File: config.mk
export PLATFORM = sky130hd
export DESIGN_NAME = bsm_cfg
export DESIGN_NICKNAME = d
export VERILOG_FILES = /design/src/rtl/bsm_pkg.sv /design/src/rtl/bsm_cfg.sv
export SDC_FILE = /design/constraint.sdc
export NUM_CORES = 1
export LEC_CHECK = 0
export ABC_AREA = 0
export BUFFER_PORTS_ARGS = -buffer_cell sky130_fd_sc_hd__buf_2
export CORE_MARGIN = 2
export CORE_UTILIZATION = 34
export DETAILED_ROUTE_END_ITERATION = 8
export PLACE_DENSITY_LB_ADDON = 0.15
export SLEW_MARGIN = 20
export SYNTH_ARGS = -nofsm -noshare
export SYNTH_HDL_FRONTEND = slang
export SYNTH_SLANG_ARGS = --single-unit
File: constraint.sdc
create_clock -name clk -period 1.57 [get_ports clk]
set_input_delay 0.2355 -clock clk [delete_from_list [all_inputs] [get_ports clk]]
set_output_delay 0.2355 -clock clk [all_outputs]
set_load 0.005 [all_outputs]
File: src/rtl/bsm_pkg.sv
// Shared types and constants for the multi-precision schoolbook multiplier.
`timescale 1ns / 1ps
package bsm_pkg;

  localparam int LIMB_W = 32;
  localparam int WORD_W = 2 * LIMB_W;
  localparam int CFG_REG_W = 7;
  localparam int APB_DATA_W = 32;
  localparam int APB_ADDR_W = 3;

  localparam logic [CFG_REG_W-1:0] CFG_LIMBS_RESET = 7'd64;

  localparam logic REG_OPERAND_LIMBS = 1'b0;

  typedef struct packed {
    logic step;
    logic first_row;
    logic carry_clear;
    logic carry_write;
    logic read_en;
  } prod_ctrl_t;

endpackage

File: src/rtl/bsm_cfg.sv
// APB register block holding the operand limb count.
`timescale 1ns / 1ps
module bsm_cfg #(
  parameter int MAX_LIMBS = 64,
  parameter int NW = $clog2(MAX_LIMBS + 1)
) (
  input  logic                             clk,
  input  logic                             rst,
  input  logic                             psel,
  input  logic                             penable,
  input  logic                             pwrite,
  input  logic [bsm_pkg::APB_ADDR_W-1:0]   paddr,
  input  logic [bsm_pkg::APB_DATA_W-1:0]   pwdata,
  output logic [bsm_pkg::APB_DATA_W-1:0]   prdata,
  output logic                             pready,
  output logic                             cfg_wr,
  output logic [NW-1:0]                    n_eff
);
  import bsm_pkg::*;

  logic [CFG_REG_W-1:0] limbs;
  logic                 sel_limbs;

  assign pready    = 1'b1;
  assign sel_limbs = (paddr[2] == REG_OPERAND_LIMBS);
  assign cfg_wr    = psel & penable & pwrite & pready & sel_limbs;

  always_ff @(posedge clk) begin
    if (rst) begin
      limbs <= CFG_LIMBS_RESET;
    end else if (cfg_wr) begin
      limbs <= pwdata[CFG_REG_W-1:0];
    end
  end

  assign prdata = sel_limbs ? {{(APB_DATA_W-CFG_REG_W){1'b0}}, limbs} : '0;

  always_comb begin
    if (limbs == '0) begin
      n_eff = NW'(1);
    end else if (limbs > CFG_REG_W'(MAX_LIMBS)) begin
      n_eff = NW'(MAX_LIMBS);
    end else begin
      n_eff = NW'(limbs);
    end
  end

endmodule

==> results of run 1 <==
==> power by group through the flow <==
stage / combinational, mW / clock [mW] / sequential [mW]
after floorplan: 0.0886 / 0 / 0.189
after global placement: 0.0644 / 0 / 0.190
after detailed placement: 0.0644 / 0 / 0.190
after CTS: 0.0648 / 0.174 / 0.187
after global routing: 0.0793 / 0.181 / 0.187
final: 0.0658 / 0.167 / 0.187
==> per-stage QoR <==
stage / std cells / util [%] / hold WS, ps / area, µm²
2_1_floorplan: 99 / - / 390.2 / 735.7
3_3_place_gp: 123 / 39.43 / 476.6 / 695.7
3_5_place_dp: 123 / 39.43 / 480.8 / 695.7
4_1_cts: 127 / 40.99 / 224.9 / 723.2
5_1_grt: 127 / 41.28 / 238.2 / 728.2
6_report: 127 / 41.28 / 228.4 / 728.2
==> worst max-delay path, stage by stage (launching register included) <==
cell and delay [ps]:
dfxtp_2 330, or3_4 380, o41ai_2 190, buf_2 160
==> how the worst max path moves through the flow <==
| stage | start | end | slack (ps) | cells past startpoint |
|---|---|---|---|---|
| floorplan | limbs[1] | n_eff[0] | 440 | 2 |
| global placement | limbs[1] | n_eff[0] | 260 | 3 |
| detailed placement | limbs[1] | n_eff[0] | 270 | 3 |
| CTS | limbs[1] | n_eff[0] | -10 | 3 |
| global route | limbs[1] | n_eff[0] | -60 | 3 |
| finish | limbs[1] | n_eff[0] | 20 | 3 |
==> cells in the mapped netlist <==
| cell type | number |
|---|---|
| o41ai_2 | 1 |
| nor2b_1 | 5 |
| clkbuf_1 | 2 |
| nor2_1 | 2 |
| and4b_1 | 1 |
| or3_1 | 1 |
| conb_1 | 2 |
| nand2b_1 | 13 |
| buf_6 | 1 |
| buf_4 | 26 |
| mux2i_1 | 7 |
| dfxtp_1 | 7 |
| and2b_2 | 7 |
==> cell usage in the layout, fill, tap and decap left out <==
cell type / instances
nor2b_1: 5
dfxtp_1: 6
nor2_1: 2
or3_4: 1
mux2i_1: 7
clkbuf_1: 1
and2b_2: 7
nand2b_1: 13
buf_4: 1
buf_2: 27
o41ai_2: 1
dfxtp_2: 1
and4b_1: 1
clkbuf_4: 3
conb_1: 26
==> metal layers <==
metal / up-vias / track usage, % / wire (µm)
li1: 234 / - / -
met2: 33 / 18.11 / 541
met3: 3 / 6.038 / 157
met1: 211 / 12.24 / 425
met4: 0 / 6.486 / 12
met5: - / 0 / 0
==> what timing repair did <==
item,4_1_cts,5_1_grt
resized for setup,1,1
pin swaps,0,0
setup buffers,0,0
setup endpoints to repair,1,1
==> final cells by class <==
class	count	area [µm²]
clock buffers	4	26.28
fillers	204	1036
multi-input cells	63	386.6
flip-flops and latches	7	141.4
well taps	25	31.28
repair buffers	28	142.6
==> cells by family (layout without fill, tap and decap cells) <==
group / count (synthesis) / count (layout) / synth area share, %
and+or+nand+nor: 29 / 29 / 30.62
buffers and inverters: 29 / 32 / 33.14
muxes: 7 / 7 / 10.85
DFF: 7 / 7 / 21.70
other: 2 / 26 / 1.163
AOI/OAI and AO/OA: 1 / 1 / 2.520
==> impl_metrics.yaml, run 1 <==
worst_hold_path:
  hold_path_class: "primary input to flop"
  hp-start: "pwdata[1]"
  min_to: "limbs[1]"
  hold_depth: 3
pwr:
  intPower_mw: 0.3117
  total_power_mw: 0.4197
  p_clk_share_pct: 39.8
  swShare_pct: 25.73
  power.switching_mw: 0.1080
  p_comb_share_pct: 15.7
  vdd_drop_max_uv: 366.8
  power_density_nw_per_um2: 576.3
  p_seq_share_pct: 44.5
  p_leak_nw: 0.3931
clock_tree:
  h-tree-depth: 1
  cts_root_buf: "clkbuf_4"
  clkLatencyLatePin_ps: 250
  numCtsBuffers: 3
  path_clk_slew_ps: 50
  cts.sinks: 7
  cts_tree: "yes"
  cts_buffer_depth: 2
  holdBufCountCts: 0
routing:
  first_pass_iters: 1
  initialDrtViolationCount: 0
  viasPerCell: 3.787
  drtAntennaViolNets: 0
  drt-total-wl_um: 1136
  vias: 481
  wl_per_cell_um: 8.945
  drc: 0
placement:
  place_congestion: 0.6674
  dpl.hpwl_um: 883.9
  pre_cts_slack_ps: 271.6
  port_buffers: 27
sta:
  fin_ws_ps: 17.21
  skew_ps: 0
  rsz0062_at_grt: "yes"
  finalCritPeriodShare_pct: 98.90
  max_freq_mhz: 644.0
  fin_setup_tns_ps: 0
  setup_violations: 0
  finalMaxSlewViolations: 0
  finalCriticalPeriod_ps: 1553
  hold_violations: 0
yosys:
  yosys.area.top_type: "buf_4"
  synth_area_leaders: "buf_4, dfxtp_1, nand2b_1"
  synth_area_um2: 645.6
  synth_seq_cells: 7
  synth_area_per_cell_um2: 8.608
  synthCells: 75
  synth_top_area_share_pct: 30.23
  synth_cell_types: 13
  yosysSeqAreaShare_pct: 21.71
  ys_warn_count: 0
grt:
  grt_pass1_vias: 381
  grt_max_degree: 15
  grt_use_total_pct: 11.45
  globalRouteOverflowTotal: 0
  grt_pass1_wl_um: 1676
  antenna_found_initial: 0
run_status:
  status: "finished clean"
layout:
  n_antenna_cell: 0
  nNetsFinal: 143
  drive_above_1_share_pct: 40.20
  largest_reg_flops: 7
  regMostFlops: "limbs"
  areaGrowthSynthToFinish_pct: 12.79
  largestRegisters: "limbs (7)"
flow_run:
  cap_viol_max_count: 0
setup_path:
  critical_path_required_ps: 1330
  endpoint_kind: "output pin"
  startpoint_type: "flop"
  rrSetupSlack_ps: 780
  r2r-end: "limbs[6]"
  reg2regPathDepth: 2
  reg2reg_from: "limbs[6]"
  cp_data_arrival_time_ps: 1320
  cp_max_fo: 4
  criticalPathCategory: "flop to output pin"
floorplan:
  floorplan.initialDensity_pct: 36.60
  die_w_um: 47.58
  io_pins: 81
  core_um2: 1764
  dieArea_um2: 2263
  die_h_um: 47.58
  rows: 15
Power figures use the tool's default switching activity.
==> run 2: changes to the inputs <==
--- a/config.mk
+++ b/config.mk
@@ -10,7 +10,7 @@
 export CORE_MARGIN = 2
 export CORE_UTILIZATION = 34
 export DETAILED_ROUTE_END_ITERATION = 8
-export PLACE_DENSITY_LB_ADDON = 0.15
+export PLACE_DENSITY = 0.84
 export SLEW_MARGIN = 20
 export SYNTH_ARGS = -nofsm -noshare
 export SYNTH_HDL_FRONTEND = slang
==> run 2 against run 1 <==
The run now ends with setup timing left. Power up 1.1%. Clock skew did not move. Die area unchanged. Non-clock buffer count grew 2. Count of clock-buffer cells in the layout unchanged. Largest cell class unchanged. Largest power group unchanged.
==> impl_metrics.yaml, run 2 (same netlist as run 1, synthesis figures left out) <==
pwr:
  intPower_mw: 0.3136
  p_leak_nw: 0.4045
  vdd_drop_max_uv: 243.5
  swShare_pct: 26.08
  power_density_nw_per_um2: 561.4
  power.switching_mw: 0.1107
  total_power_mw: 0.4242
  p_seq_share_pct: 44.0
  p_clk_share_pct: 39.5
  p_comb_share_pct: 16.4
sta:
  hold_violations: 0
  setup_violations: 1
  finalCritPeriodShare_pct: 103.1
  fin_ws_ps: -48.61
  max_freq_mhz: 617.8
  finalMaxSlewViolations: 0
  holdWs_ps: 244.0
  fin_setup_tns_ps: -48.61
  finalCriticalPeriod_ps: 1619
  skew_ps: 0
  rsz0062_at_grt: "yes"
placement:
  place_congestion: 0.7215
  port_buffers: 27
  dp.cells: 123
  dpl.hpwl_um: 944.3
setup_path:
  rrSetupSlack_ps: 750
  critPathMaxStageDelay_ps: 390
  critical_path_required_ps: 1330
  reg2reg_from: "limbs[6]"
  crit_start: "limbs[2]"
  criticalPathCategory: "flop to output pin"
  startpoint_type: "flop"
  endpoint_kind: "output pin"
  cp_max_fo: 3
  r2r-end: "limbs[6]"
  critPathSlowestCell: "or3_4"
  cp_data_arrival_time_ps: 1380
  reg2regPathDepth: 2
  path_cells: "or3_4, o41ai_4, buf_2"
grt:
  grt_pass1_vias: 410
  grt_max_degree: 15
  antenna_found_initial: 0
  grt_use_total_pct: 10.36
  globalRouteOverflowTotal: 0
  grt_pass1_wl_um: 1628
clock_tree:
  cts.sinks: 7
  h-tree-depth: 1
  path_clk_slew_ps: 60
  cts_tree: "yes"
  numCtsBuffers: 3
  clkLatencyLatePin_ps: 240
  cts_buffer_depth: 2
  cts_root_buf: "clkbuf_4"
  holdBufCountCts: 0
worst_hold_path:
  hp-start: "pwdata[3]"
  hold_path_class: "primary input to flop"
  hold_depth: 3
  min_to: "limbs[3]"
floorplan:
  die_w_um: 47.58
  dieArea_um2: 2263
  rows: 15
  floorplan.initialDensity_pct: 36.60
  die_h_um: 47.58
  io_pins: 81
  core_um2: 1764
layout:
  n_antenna_cell: 0
  fin_util_pct: 42.84
  nNetsFinal: 145
  regMostFlops: "limbs"
  fin_cells: 129
  largest_reg_flops: 7
  final_cell_mix: "buf_2, conb_1, nand2b_1"
  drive_above_1_share_pct: 42.31
  areaGrowthSynthToFinish_pct: 17.05
  largestRegisters: "limbs (7)"
  layout_commonest_cell: "buf_2"
run_status:
  violations: "setup timing"
  status: "finished, violations left"
routing:
  viasPerCell: 3.946
  vias: 509
  wl_per_cell_um: 9.178
  initialDrtViolationCount: 1
  first_pass_iters: 3
  drt-total-wl_um: 1184
  drtAntennaViolNets: 0
  drc: 0
flow_run:
  cap_viol_max_count: 0
## run 2: cell types whose count changed in the layout (fill, tap and decap cells not counted), sizes merged
cell,previous run,this run
buf,28,30
## run 2: per-stage QoR
stage | worst slack (ps) | instance area, µm²
floorplan | 439.9 | 735.7
global placement | 281.6 | 695.7
detailed placement | 276.7 | 695.7
CTS | 4.794 | 721.9
global route | -116.6 | 755.7
finish | -48.61 | 755.7
## run 2: worst max-delay path by stage
| stage | to | depth (start not counted) | slack [ps] |
|---|---|---|---|
| finish | n_eff[0] | 3 | -50 |
| global route | n_eff[0] | 3 | -120 |
| CTS | n_eff[0] | 3 | 5 |
| detailed placement | n_eff[0] | 3 | 280 |
| global placement | n_eff[0] | 3 | 280 |
| floorplan | n_eff[0] | 2 | 440 |
## run 2: worst max-delay path, delay by kind of cell (launching register included)
kind | cells | cell delay (ps)
buf+inv | 1 | 160
simple gates | 1 | 390
compound gates | 1 | 270
flops | 1 | 320
## run 2: routing by layer
metal  vias up  wire [µm]  share of wire (%)  track usage, %
met3         0        158                 13           2.642
met2        37        580                 49           17.57
met4         0          0                  0           6.486
met1       233        446                 38           11.51
li1        239          -                  -               -
met5         -          0                  0               0
## run 2: area by class of cell
| type | count | area [µm²] |
|---|---|---|
| Tap cell | 25 | 31.28 |
| Clock buffer | 4 | 26.28 |
| Fill cell | 211 | 1008 |
| Multi-Input combinational cell | 63 | 397.9 |
| Sequential cell | 7 | 142.6 |
| Timing Repair Buffer | 30 | 157.7 |
## run 2: repair_timing
item | 4_1_cts | 5_1_grt
buffers inserted | 0 | 2
resized for setup | 0 | 4
setup endpoints to repair | 0 | 1
## run 2: power groups by stage
stage          Combinational, mW  Sequential [mW]  Clock [mW]
6_report                  0.0697            0.187       0.168
2_1_floorplan             0.0886            0.189           0
5_1_grt                   0.0815            0.187       0.186
4_1_cts                   0.0652            0.186       0.171
3_5_place_dp              0.0651            0.190           0
3_3_place_gp              0.0633            0.190           0
